### src/design/llfh_pkg.sv
`timescale 1ns / 1ps
// ----------------------------------------------------------------------------
// llfh_pkg
// Shared widths, constants and register codes for the light level filter.
// ----------------------------------------------------------------------------
package llfh_pkg;

    localparam int WINDOW_LEN  = 16;
    localparam int SLOT_W      = $clog2(WINDOW_LEN);
    localparam int SAMPLE_W    = 12;
    localparam int SUM_W       = SAMPLE_W + SLOT_W;
    localparam int PCT_W       = 7;
    localparam int PROD_W      = SAMPLE_W + PCT_W;
    localparam int CFG_IDX_W   = 2;

    localparam logic [SAMPLE_W-1:0] FULL_SCALE  = 12'd4095;
    localparam logic [PCT_W-1:0]    PERCENT_MAX = 7'd100;

    typedef enum logic [CFG_IDX_W-1:0] {
        CFG_DARK_LIMIT   = 2'd0,
        CFG_LIGHT_LIMIT  = 2'd1,
        CFG_INVERSE_MODE = 2'd2
    } cfg_sel_t;

endpackage

### src/design/llfh_ring.sv
`timescale 1ns / 1ps
// ----------------------------------------------------------------------------
// llfh_ring
// Sample ring memory: reads the oldest word of the window and overwrites it
// with the new sample in the same cycle. Per-slot valid bits stand in for
// the all-zero reset contents.
// ----------------------------------------------------------------------------
module llfh_ring
    import llfh_pkg::*;
(
    input  logic                clk,
    input  logic                rst_n,
    input  logic                wr_en,
    input  logic [SAMPLE_W-1:0] wr_data,
    output logic [SAMPLE_W-1:0] old_sample
);

    logic [SAMPLE_W-1:0]   ring_mem [WINDOW_LEN];
    logic [SAMPLE_W-1:0]   rd_data_reg;
    logic                  rd_valid_reg;
    logic                  rd_valid_next;
    logic [SLOT_W-1:0]     slot_reg;
    logic [SLOT_W-1:0]     slot_next;
    logic [WINDOW_LEN-1:0] valid_reg;
    logic [WINDOW_LEN-1:0] valid_next;

    // read-first: the registered read returns the word being replaced
    always_ff @(posedge clk)
    begin
        if (wr_en)
        begin
            rd_data_reg        <= ring_mem[slot_reg];
            ring_mem[slot_reg] <= wr_data;
        end
    end

    always_comb
    begin
        slot_next     = slot_reg;
        valid_next    = valid_reg;
        rd_valid_next = rd_valid_reg;
        if (wr_en)
        begin
            rd_valid_next       = valid_reg[slot_reg];
            valid_next[slot_reg] = 1'b1;
            if (slot_reg == SLOT_W'(WINDOW_LEN - 1))
                slot_next = '0;
            else
                slot_next = slot_reg + SLOT_W'(1);
        end
    end

    always_ff @(posedge clk or negedge rst_n)
    begin
        if (!rst_n)
        begin
            slot_reg     <= '0;
            valid_reg    <= '0;
            rd_valid_reg <= 1'b0;
        end
        else
        begin
            slot_reg     <= slot_next;
            valid_reg    <= valid_next;
            rd_valid_reg <= rd_valid_next;
        end
    end

    assign old_sample = rd_valid_reg ? rd_data_reg : '0;

endmodule

### src/design/light_level_filter_hysteresis.sv
`timescale 1ns / 1ps
// ----------------------------------------------------------------------------
// light_level_filter_hysteresis
// 16-sample moving average of converter readings, dark flag with
// hysteresis and an intensity percentage per sample.
// ----------------------------------------------------------------------------
// Stages A, B and the output register hold an accepted sample in turn.
// Throughput: one sample per cycle unless out_stall holds it back; the ring
// memory reads and replaces one slot and the running sum updates per cycle.
// Reset: ring reads as all zero (valid bits cleared), slot, sum and flag
// cleared, dark_limit 0, light_limit 4095, inverse_mode 0.
// ----------------------------------------------------------------------------
module light_level_filter_hysteresis
    import llfh_pkg::*;
(
    input  logic                 clk,
    input  logic                 rst_n,

    input  logic                 cfg_valid,
    output logic                 cfg_ready,
    input  logic [CFG_IDX_W-1:0] cfg_index,
    input  logic [SAMPLE_W-1:0]  cfg_data,

    input  logic                 in_valid,
    output logic                 in_stall,
    input  logic [SAMPLE_W-1:0]  sample,

    output logic                 out_valid,
    input  logic                 out_stall,
    output logic [SAMPLE_W-1:0]  average,
    output logic                 dark_flag,
    output logic [PCT_W-1:0]     intensity_percent
);

    logic [SAMPLE_W-1:0] dark_limit_reg;
    logic [SAMPLE_W-1:0] light_limit_reg;
    logic                inverse_mode_reg;

    logic                accept;
    logic                s1_adv;
    logic                s2_adv;

    logic                s1_valid_reg;
    logic                s1_valid_next;
    logic [SAMPLE_W-1:0] s1_sample_reg;
    logic [SAMPLE_W-1:0] old_sample;

    logic [SUM_W-1:0]    sum_reg;
    logic [SUM_W-1:0]    sum_next;
    logic                dark_reg;
    logic                dark_next;
    logic [SAMPLE_W-1:0] avg_now;

    logic                s2_valid_reg;
    logic                s2_valid_next;
    logic [SAMPLE_W-1:0] s2_avg_reg;
    logic                s2_dark_reg;

    logic [PROD_W-1:0]   pct_prod;
    logic [PCT_W-1:0]    pct_q0;
    logic [SAMPLE_W:0]   pct_rem;
    logic [PCT_W-1:0]    pct_q;
    logic [PCT_W-1:0]    pct_next;

    logic                out_valid_reg;
    logic                out_valid_next;
    logic [SAMPLE_W-1:0] out_avg_reg;
    logic                out_dark_reg;
    logic [PCT_W-1:0]    out_pct_reg;

    // ---------------- configuration ----------------
    assign cfg_ready = 1'b1;

    always_ff @(posedge clk or negedge rst_n)
    begin
        if (!rst_n)
        begin
            dark_limit_reg   <= '0;
            light_limit_reg  <= FULL_SCALE;
            inverse_mode_reg <= 1'b0;
        end
        else if (cfg_valid && cfg_ready)
        begin
            unique case (cfg_index)
                CFG_DARK_LIMIT:   dark_limit_reg   <= cfg_data;
                CFG_LIGHT_LIMIT:  light_limit_reg  <= cfg_data;
                CFG_INVERSE_MODE: inverse_mode_reg <= cfg_data[0];
                default:          ;
            endcase
        end
    end

    // ---------------- pipeline control ----------------
    assign s2_adv   = s2_valid_reg && (!out_valid_reg || !out_stall);
    assign s1_adv   = s1_valid_reg && (!s2_valid_reg || s2_adv);
    assign in_stall = s1_valid_reg && !s1_adv;
    assign accept   = in_valid && !in_stall;

    assign s1_valid_next  = accept || (s1_valid_reg && !s1_adv);
    assign s2_valid_next  = s1_adv || (s2_valid_reg && !s2_adv);
    assign out_valid_next = s2_adv || (out_valid_reg && out_stall);

    // ---------------- stage A: ring access ----------------
    llfh_ring u_ring (
        .clk        (clk),
        .rst_n      (rst_n),
        .wr_en      (accept),
        .wr_data    (sample),
        .old_sample (old_sample)
    );

    always_ff @(posedge clk)
    begin
        if (accept)
            s1_sample_reg <= sample;
    end

    // ---------------- stage B: running sum and hysteresis ----------------
    always_comb
    begin
        sum_next  = sum_reg - SUM_W'(old_sample) + SUM_W'(s1_sample_reg);
        avg_now   = sum_next[SUM_W-1:SLOT_W];
        dark_next = dark_reg;
        if (inverse_mode_reg)
        begin
            if (avg_now > dark_limit_reg)
                dark_next = 1'b1;
            else if (avg_now < light_limit_reg)
                dark_next = 1'b0;
        end
        else
        begin
            if (avg_now < dark_limit_reg)
                dark_next = 1'b1;
            else if (avg_now > light_limit_reg)
                dark_next = 1'b0;
        end
    end

    always_ff @(posedge clk or negedge rst_n)
    begin
        if (!rst_n)
        begin
            sum_reg  <= '0;
            dark_reg <= 1'b0;
        end
        else if (s1_adv)
        begin
            sum_reg  <= sum_next;
            dark_reg <= dark_next;
        end
    end

    always_ff @(posedge clk)
    begin
        if (s1_adv)
        begin
            s2_avg_reg  <= avg_now;
            s2_dark_reg <= dark_next;
        end
    end

    // ---------------- stage C: percentage ----------------
    // divide by 4095 = 4096 - 1: q0 = p >> 12, remainder = low bits + q0,
    // which stays below twice the divisor, so one correction step
    always_comb
    begin
        pct_prod = PROD_W'(s2_avg_reg) * PROD_W'(PERCENT_MAX);
        pct_q0   = pct_prod[PROD_W-1:SAMPLE_W];
        pct_rem  = {1'b0, pct_prod[SAMPLE_W-1:0]} + (SAMPLE_W+1)'(pct_q0);
        if (pct_rem >= {1'b0, FULL_SCALE})
            pct_q = pct_q0 + PCT_W'(1);
        else
            pct_q = pct_q0;
        pct_next = inverse_mode_reg ? (PERCENT_MAX - pct_q) : pct_q;
    end

    always_ff @(posedge clk)
    begin
        if (s2_adv)
        begin
            out_avg_reg  <= s2_avg_reg;
            out_dark_reg <= s2_dark_reg;
            out_pct_reg  <= pct_next;
        end
    end

    always_ff @(posedge clk or negedge rst_n)
    begin
        if (!rst_n)
        begin
            s1_valid_reg  <= 1'b0;
            s2_valid_reg  <= 1'b0;
            out_valid_reg <= 1'b0;
        end
        else
        begin
            s1_valid_reg  <= s1_valid_next;
            s2_valid_reg  <= s2_valid_next;
            out_valid_reg <= out_valid_next;
        end
    end

    assign out_valid         = out_valid_reg;
    assign average           = out_avg_reg;
    assign dark_flag         = out_dark_reg;
    assign intensity_percent = out_pct_reg;

    // ---------------- assertions ----------------
    a_stall_needs_work: assert property (@(posedge clk) disable iff (!rst_n)
        in_stall |-> (s1_valid_reg && s2_valid_reg && out_valid_reg && out_stall))
        else $error("input stalled with room in the pipeline");

    a_accept_fills_s1: assert property (@(posedge clk) disable iff (!rst_n)
        accept |=> s1_valid_reg)
        else $error("accepted word lost before stage B");

    a_sum_bound: assert property (@(posedge clk) disable iff (!rst_n)
        sum_reg <= SUM_W'(WINDOW_LEN * 4095))
        else $error("running sum out of range");

    a_pct_bound: assert property (@(posedge clk) disable iff (!rst_n)
        out_valid_reg |-> (out_pct_reg <= PERCENT_MAX))
        else $error("intensity percentage above 100");

    a_s2_drains: assert property (@(posedge clk) disable iff (!rst_n)
        (s2_valid_reg && !out_valid_reg) |=> out_valid_reg)
        else $error("stage C word not moved to output");

endmodule
### config.mk
export PLATFORM = sky130hd
export DESIGN_NAME = light_level_filter_hysteresis
export DESIGN_NICKNAME = d
export VERILOG_FILES = /design/src/design/llfh_pkg.sv /design/src/design/llfh_ring.sv /design/src/design/light_level_filter_hysteresis.sv
export SDC_FILE = /design/constraint.sdc
export NUM_CORES = 1
export LEC_CHECK = 0
export BUFFER_PORTS_ARGS = -buffer_cell sky130_fd_sc_hd__buf_2
export CAP_MARGIN = 20
export CELL_PAD_IN_SITES_DETAIL_PLACEMENT = 1
export CELL_PAD_IN_SITES_GLOBAL_PLACEMENT = 2
export CORE_ASPECT_RATIO = 1.25
export CORE_MARGIN = 10
export CORE_UTILIZATION = 46
export DETAILED_ROUTE_END_ITERATION = 10
export PLACE_DENSITY = 0.85
export RECOVER_POWER = 100
export SYNTH_ARGS = -nofsm -noshare
export SYNTH_HDL_FRONTEND = slang
export SYNTH_SLANG_ARGS = --single-unit
### constraint.sdc
create_clock -name clk -period 7.5 [get_ports clk]
set_input_delay 0.375 -clock clk [delete_from_list [all_inputs] [get_ports clk]]
set_output_delay 0.375 -clock clk [all_outputs]
set_load 0.02 [all_outputs]
Word-level counts from Yosys, hierarchy flattened
Memories as Yosys holds them, arrays and structs flattened. A register that Yosys moved wholly into a read port is not among the register bits.
Cells that the tools add are included.

operators by class
  add/subtract/negate cells = 6
  muxes and demuxes = 15
  multipliers = 1
  bitwise logic cells = 1
  magnitude comparators = 7
  reduce and logical (&&, ||, !) cells = 22
  eq/ne operators = 3

operators by type and width
  cell                                                                           number
  12-bit greater-than comparator                                                 2
  12-bit less-than comparator                                                    2
  12-bit by 5-bit multiplier with 17-bit output (second input constant)          1
  16-bit by 12-bit adder with 16-bit output                                      1
  16-bit bitwise OR                                                              1
  16-bit by 12-bit subtractor with 16-bit output                                 1
  7-bit two-way mux                                                              2
  12-bit by 7-bit adder with 13-bit output                                       1
  13-bit by 12-bit >= comparator with 1-bit output (second input constant)       1
  12-bit two-way mux                                                             1
  1-bit two-way mux                                                              9
  7-bit by 1-bit adder with 7-bit output (second input constant)                 1
  1-bit logical AND                                                              7
  7-bit subtractor (first input constant)                                        1
  1-bit logical NOT                                                              6
  2-bit AND reduction                                                            3
  1-bit logical OR                                                               5
  4-bit by 5-bit less-than comparator with 1-bit output (second input constant)  1
  4-bit by 1-bit adder with 4-bit output (second input constant)                 1
  1-bit binary-select mux with 4-bit select                                      1
  1-bit demux with 4-bit select                                                  1
  4-bit equality test (second input constant)                                    1
  4-bit by 1-bit >= comparator with 1-bit output (second input constant)         1
  4-bit two-way mux                                                              1
  other kinds (3)                                                                3

word-level totals
  flip-flop bits (word level) = 111
  RAM bits = 192
  input port bits = 31
  memories kept = 1
  output and inout port bits = 23

memories
  name             depth  width  rd ports  clocked after Yosys merged registers in  wr ports  line             RTL
  u_ring.ring_mem  16     12     1         1                                        1         llfh_ring.sv:18  logic [SAMPLE_W-1:0] ring_mem [WINDOW_LEN];

Depth between registers and ports, before layout
Gate-level depths: netlist of run 1.

  word-level depth = 11
  mapped depth = 29
  mapped depth without buffers = 29

By module
From an unflattened synthesis of run 1, not the netlist that was laid out.

second synthesis, totals
  cell total of the unflattened synthesis = 1056
  area total of the unflattened synthesis = 15477.3 µm²

by module, submodules not included
  module                         sequential area each (µm²)  instances  cells each  area an instance (µm²)
  llfh_ring                      6651.4                      1          387         8744.6
  light_level_filter_hysteresis  2492.4                      1          669         6732.7

Least setup slack after synthesis of run 1
No wires, ideal clock.

  path kind = reg2reg
  start point = register s2_avg_reg[3]
  end point = register out_pct_reg[6], in the netlist intensity_percent[6] (data pin)
  slack = 1.510 ns
  library setup time = 0.176 ns
  arrival = 5.814 ns
  cell stages (with the launch flop) = 25
  data required time = 7.324 ns
  clock period less this slack = 5.990 ns
  cells stage by stage = edfxtp_1 > ha_1 > ha_1 > fa_1 > ha_1 > nor2b_1 > o2111ai_1 > a31oi_1 > xnor2_1 > inv_1 > ha_1 > fa_1 > a21o_1 > a2111oi_0 > a311oi_1 > and3_4 > o31ai_4 > nor2_2 > xnor2_1 > inv_1 > ha_1 > nor2_1 > mux2i_1 > and3_1 > o32ai_1

between the ends
  word-level cells in the longest chain between the ends = 6
  elaborated cells on any way between the ends = 7
  those cells by class = 3 x add/sub; 1 x mul; 1 x order compare; 2 x mux

ends and longest elaborated chain
  item                                              line                                  RTL
  start, declared                                   light_level_filter_hysteresis.sv:56   logic [SAMPLE_W-1:0] s2_avg_reg;
  start signal, assigned                            light_level_filter_hysteresis.sv:158  s2_avg_reg <= avg_now;
  12-bit by 5-bit multiplier with 17-bit output *   light_level_filter_hysteresis.sv:168  pct_prod = PROD_W'(s2_avg_reg) * PROD_W'(PERCENT_MAX);
  12-bit by 7-bit adder with 13-bit output          light_level_filter_hysteresis.sv:170  pct_rem = {1'b0, pct_prod[SAMPLE_W-1:0]} + (SAMPLE_W+1)'(pct_q0);
  13-bit by 12-bit >= comparator with 1-bit output  light_level_filter_hysteresis.sv:171  if (pct_rem >= {1'b0, FULL_SCALE})
  7-bit two-way mux *                               light_level_filter_hysteresis.sv:171
  7-bit subtractor                                  light_level_filter_hysteresis.sv:175  pct_next = inverse_mode_reg ? (PERCENT_MAX - pct_q) : pct_q;
  7-bit two-way mux *                               light_level_filter_hysteresis.sv:175
  via pct_next[6]                                   light_level_filter_hysteresis.sv:63   logic [PCT_W-1:0] pct_next;
  end signal, assigned                              light_level_filter_hysteresis.sv:184  out_pct_reg <= pct_next;
  end, declared                                     light_level_filter_hysteresis.sv:69   logic [PCT_W-1:0] out_pct_reg;

The timed path passes the listed nets; every way through them passes the cells marked *.
A chain may end at the register's enable or synchronous reset.

Worst setup path after layout of run 1
  start point = register s2_avg_reg[3]
  end point = register out_pct_reg[4], in the netlist intensity_percent[4] (data pin)

The elaborated chain is that of the path after synthesis.

==> impl_metrics.toml, run 1 <==
[sta]
hold_ws_ps = 64.0
tightestPinTransition_ps = 3790
period_minus_slack_ps = 6820
hold_viol_final = 0
skew_ps = 16.1
setup_viol = 0
timing.fmax_mhz = 147
period_share_pct = 90.9
finalSetupTns_ps = 0
maxSlewHeadroom_pct = -153
rsz0062_at_grt = "no"
slew_violations = 341

[yosys]
postSynthAreaPerCell_um2 = 14.9
synth_fp_nets = 1164
synth_top_cell_by_area = "edfxtp_1"
synth-seq-area-share_pct = 60.1
synth_edf_count = 249
synthesis.area_um2 = 15200
synth_area_leaders = "edfxtp_1, mux4_2, dfrtp_1"
ys_warn_count = 0
synthCells = 1022
synthArstFlopShare_pct = 21.0
synth_seq_cells = 315
synth_top_area_share_pct = 49.2
synth_cell_types = 68
synthFlopType = "edfxtp_1"

[clocking]
path_clk_slew_ps = 60
insertion_delay_ps = 520
cts.htree.levels = 2
ctsRootBufferMaster = "clkbuf_16"
cts_buffers = 35
max-clock-path-buffers = 3
cts.sinks = 315
cts_hold_buf = 0
cts_tree = "yes"
cts_resized = 0
postCtsSetupBuffers = 0

[floorplan]
fp.dieH_um = 223
io-pin-count = 54
rows = 74
core_um2 = 32700
chipWidth_um = 183
start_util_pct = 46.5
die_area_um2 = 40800

[route]
wl_met1_um = 13300
drc = 0
drtIter0Drc = 539
wirelength_um = 35000
dr.pass1.iters = 4
highest_layer = "met4"
wl_met2_um = 19300
drtAntennaViolNets = 0
avgRoutedWirePerCell_um = 22.7
wl_met3_um = 1370
routed_via_density = 5.53
route.vias.total = 8516

[setup_path]
crit_path_start_kind = "register"
crit_type = "register to register"
crit_arrival_ps = 7090
cp.required_ps = 7770
worstPathMaxFanout = 7
crit_path_end_kind = "register"

[outcome]
status = "finished, violations left"
violations = "capacitance limit, slew limit"

[grt]
grt_antenna_before_repair = 0
grt_max_degree = 67
grt_pass1_wl_um = 54800
overflow = 0
grt_pass1_vias = 9492
grt_usage_pct = 17.4

[cells_and_area]
diodes = 0
final_nets = 1238
largest_reg_flops = 192
final_cell_mix = "edfxtp_1, inv_1, ha_1, mux4_2, clkbuf_1"
final_area_um2 = 17000
drive_above_1_share_pct = 17.2
multiInputGateArea_um2 = 5510
register_area_um2 = 9150
fillers = 3168
final_common_cell = "edfxtp_1"
syn_to_final_growth_pct = 11.6

[placement]
place_area_um2 = 16000
gp_congestion = 0.789
portBuffers = 52
dpl.hpwl_um = 23400

[flow_run]
drv_cap = 16

[min_path]
hold_path_class = "input port to register"
logic make-up after synthesis:
| logic type | share of synthesized area, % |
|---|---|
| buf+inv | 3.58 |
| simple gates | 6.49 |
| compound gates | 5.93 |
| fa+ha+maj | 10.1 |
| flops | 60.1 |
| other cells | 0.0247 |
| xor+xnor | 2.13 |
| mux | 11.6 |
per-layer routing:
| layer | GRT usage (%) | up-vias |
|---|---|---|
| li1 | - | 3940 |
| met5 | 0 | - |
| met2 | 32.3 | 149 |
| met1 | 19.4 | 4374 |
| met3 | 2.59 | 53 |
| met4 | 6.57 | 0 |
metrics by stage:
| step | cells | setup slack (ps) | utilization [%] |
|---|---|---|---|
| floorplan | 1022 | 1510 | - |
| global placement | 1474 | 926 | 49.1 |
| detailed placement | 1474 | 691 | 49.1 |
| CTS | 1536 | 647 | 52.4 |
| global route | 1539 | 12.9 | 51.9 |
| finish | 1539 | 684 | 51.9 |
layout make-up:
cell class	count	share of cell area (%)
inverter	116	2.57
clock buffer	53	5.93
clock inverter	9	0.428
timing repair buffer	65	1.60
sequential	315	53.9
multi-input combinational	563	32.5
tap	418	3.08
critical path, stage by stage, from the launching register on:
cell	delay, ps
edfxtp_1	440
ha_1	330
ha_1	320
fa_1	460
ha_1	360
nor2b_1	150
o2111ai_1	260
a31oi_1	240
xnor2_1	450
inv_1	230
ha_1	280
fa_1	400
a21o_1	220
a2111oi_0	480
a311oi_1	140
and3_4	230
o31ai_4	310
nor2_2	140
mux2i_1	220
ha_1	230
nor2_1	60
mux2i_1	270
a41oi_2	180
xnor2_1	150
cell usage after synthesis, types with 20 or more instances:
cell type  instances
edfxtp_1         249
inv_1            116
ha_1              91
mux4_2            65
dfrtp_1           54
nand2_1           50
nor2_1            42
o21ai_0           36
xnor2_1           26
fa_1              20
mux2_2            20
or2_2             20
path summary, 6_finish.rpt:
kind,start,end,slack (ps),cells after the start
setup / recovery,s2_avg_reg[3],intensity_percent[4],680,23
hold / removal,in_valid,s1_valid_reg,60,2
setup reg to reg,s2_avg_reg[3],intensity_percent[4],680,23
hold reg to reg,s2_dark_reg,dark_flag,420,0
max in group asynchronous,rst_n,u_ring.slot_reg[0],3560,2
min in group asynchronous,rst_n,u_ring.valid_reg[6],1270,2
Power of run 1 is not shown: default switching activity piles up to over one toggle a cycle in this logic, so the estimate is an artifact.
==> run 2, diff against run 1 <==
--- a/config.mk
+++ b/config.mk
@@ -11,9 +11,9 @@
 export CELL_PAD_IN_SITES_GLOBAL_PLACEMENT = 2
 export CORE_ASPECT_RATIO = 1.25
 export CORE_MARGIN = 10
-export CORE_UTILIZATION = 46
+export CORE_UTILIZATION = 41
 export DETAILED_ROUTE_END_ITERATION = 10
-export PLACE_DENSITY = 0.85
+export PLACE_DENSITY = 0.77
 export RECOVER_POWER = 100
 export SYNTH_ARGS = -nofsm -noshare
 export SYNTH_HDL_FRONTEND = slang
==> run 2 against run 1 <==
Non-clock buffer count fell by 1. Count of clock-buffer cells in the layout fell by 13. Cell count rose by 4.0%. Clock skew rose by 3.9 ps. Via count rose by 0.26%. Design area rose by 1.2%. Register-to-register slack got worse by 90 ps. Critical path type unchanged. Fmax fell by 1.3%. Setup slack got worse by 93 ps. First-iteration DRC count fell by 32%. The flow still finishes with violations (capacitance limit, slew limit). Utilization fell by 4.9 points. Die area rose by 11%.
==> impl_metrics.toml, run 2 (synthesis gave the netlist of run 1 again) <==
[outcome]
status = "finished, violations left"
violations = "capacitance limit, slew limit"

[min_path]
hold_path_class = "input port to register"
hold_path_depth = 2

[floorplan]
io-pin-count = 54
core_um2 = 36500
fp.dieH_um = 235
die_area_um2 = 45200
rows = 78
chipWidth_um = 192
start_util_pct = 41.6

[placement]
dpl.hpwl_um = 23600
gp_congestion = 0.780
portBuffers = 52

[setup_path]
worstPathMaxFanout = 7
rrSetupSlack_ps = 590
crit_arrival_ps = 7250
crit_path_start_kind = "register"
cp.required_ps = 7840
rr_worst_depth = 24
crit_path_end_kind = "register"
crit_type = "register to register"

[clocking]
cts.sinks = 315
postCtsSetupBuffers = 0
max-clock-path-buffers = 3
insertion_delay_ps = 540
cts_tree = "yes"
ctsRootBufferMaster = "clkbuf_16"
path_clk_slew_ps = 60
cts.htree.levels = 2
cts_buffers = 34

[grt]
overflow = 0
grt_pass1_wl_um = 55700
grt_max_degree = 67
grt_pass1_vias = 9539
grt_usage_pct = 15.9
grt_antenna_before_repair = 1

[cells_and_area]
drive_above_1_share_pct = 18.1
final_core_util_pct = 47.1
largest_reg_flops = 192
final_nets = 1236
diodes = 0
final_cell_mix = "edfxtp_1, inv_1, ha_1, mux4_2, dfrtp_1"
final_common_cell = "edfxtp_1"
syn_to_final_growth_pct = 13.0

[sta]
finalSetupTns_ps = 0
hold_ws_ps = 52.2
slew_violations = 386
hold_viol_final = 0
rsz0062_at_grt = "no"
tightestPinTransition_ps = 3960
period_share_pct = 92.1
timing.fmax_mhz = 145
maxSlewHeadroom_pct = -164
setup_viol = 0
period_minus_slack_ps = 6910
skew_ps = 20.1

[route]
routed_via_density = 5.34
wirelength_um = 35100
avgRoutedWirePerCell_um = 21.9
route.vias.total = 8538
drtAntennaViolNets = 0
drc = 0
drtIter0Drc = 367
dr.pass1.iters = 4

[flow_run]
drv_cap = 18
run 2: cell count changes in the layout (fill, tap and decap cells not counted), sizes merged:
cell         before  now
buf              18   17
bufinv            1    6
dlygate4sd3       0    1
clkinvlp          0    1
inv             117  118
clkinv            7   13
clkbuf          100   86
run 2: cell type report:
class	instances	area, um^2
Clock inverter	22	323
Fill cell	3655	19300
Tap cell	480	601
Timing Repair Buffer	64	273
Inverter	116	435
Clock buffer	40	893
Sequential cell	315	9150
Multi-Input combinational cell	563	5500
run 2: per-layer routing:
metal	vias up	routed length (um)	global-route usage, %
met5	-	10	0
met4	2	648	4.36
met3	39	1750	2.72
met2	168	19200	29.4
met1	4407	13500	18.3
li1	3922	-	-
run 2: critical path, stage by stage, from the launching register on:
cell and delay (ps):
edfxtp_1 440, ha_1 320, ha_1 320, fa_1 470, ha_1 360, nor2b_1 150
o2111ai_1 250, a31oi_1 230, xnor2_1 540, inv_1 220, ha_1 260, fa_1 410
a21o_1 220, a2111oi_0 440, a311oi_1 150, and3_2 280, o31ai_4 300, nor2_2 140
xnor2_1 230, inv_1 70, ha_1 240, nor2_1 110, mux2i_1 120, and3_1 200
o32ai_1 250
run 2: stage by stage:
step | instances | setup WS (ps) | area (um^2)
finish | 1600 | 591 | 17200
global route | 1600 | 116 | 17200
CTS | 1599 | 660 | 17300
detailed placement | 1536 | 688 | 16100
global placement | 1536 | 901 | 16100
floorplan | 1022 | 1510 | 15200
run 2: worst paths after layout:
| kind | endpoint | start |
|---|---|---|
| min in group asynchronous | sum_reg[1] | rst_n |
| worst min register to register | dark_flag | s2_dark_reg |
| worst max-delay path | intensity_percent[6] | s2_avg_reg[3] |
| worst min-delay path | s1_valid_reg | in_valid |
| worst max register to register | intensity_percent[6] | s2_avg_reg[3] |
| max in group asynchronous | u_ring.slot_reg[0] | rst_n |
run 2: timing repair:
item                      4_1_cts  5_1_grt
hold buffers                    1        0
hold endpoints to repair        3        0
resized for setup               0        0
Power of run 2 is left out for the same reason.
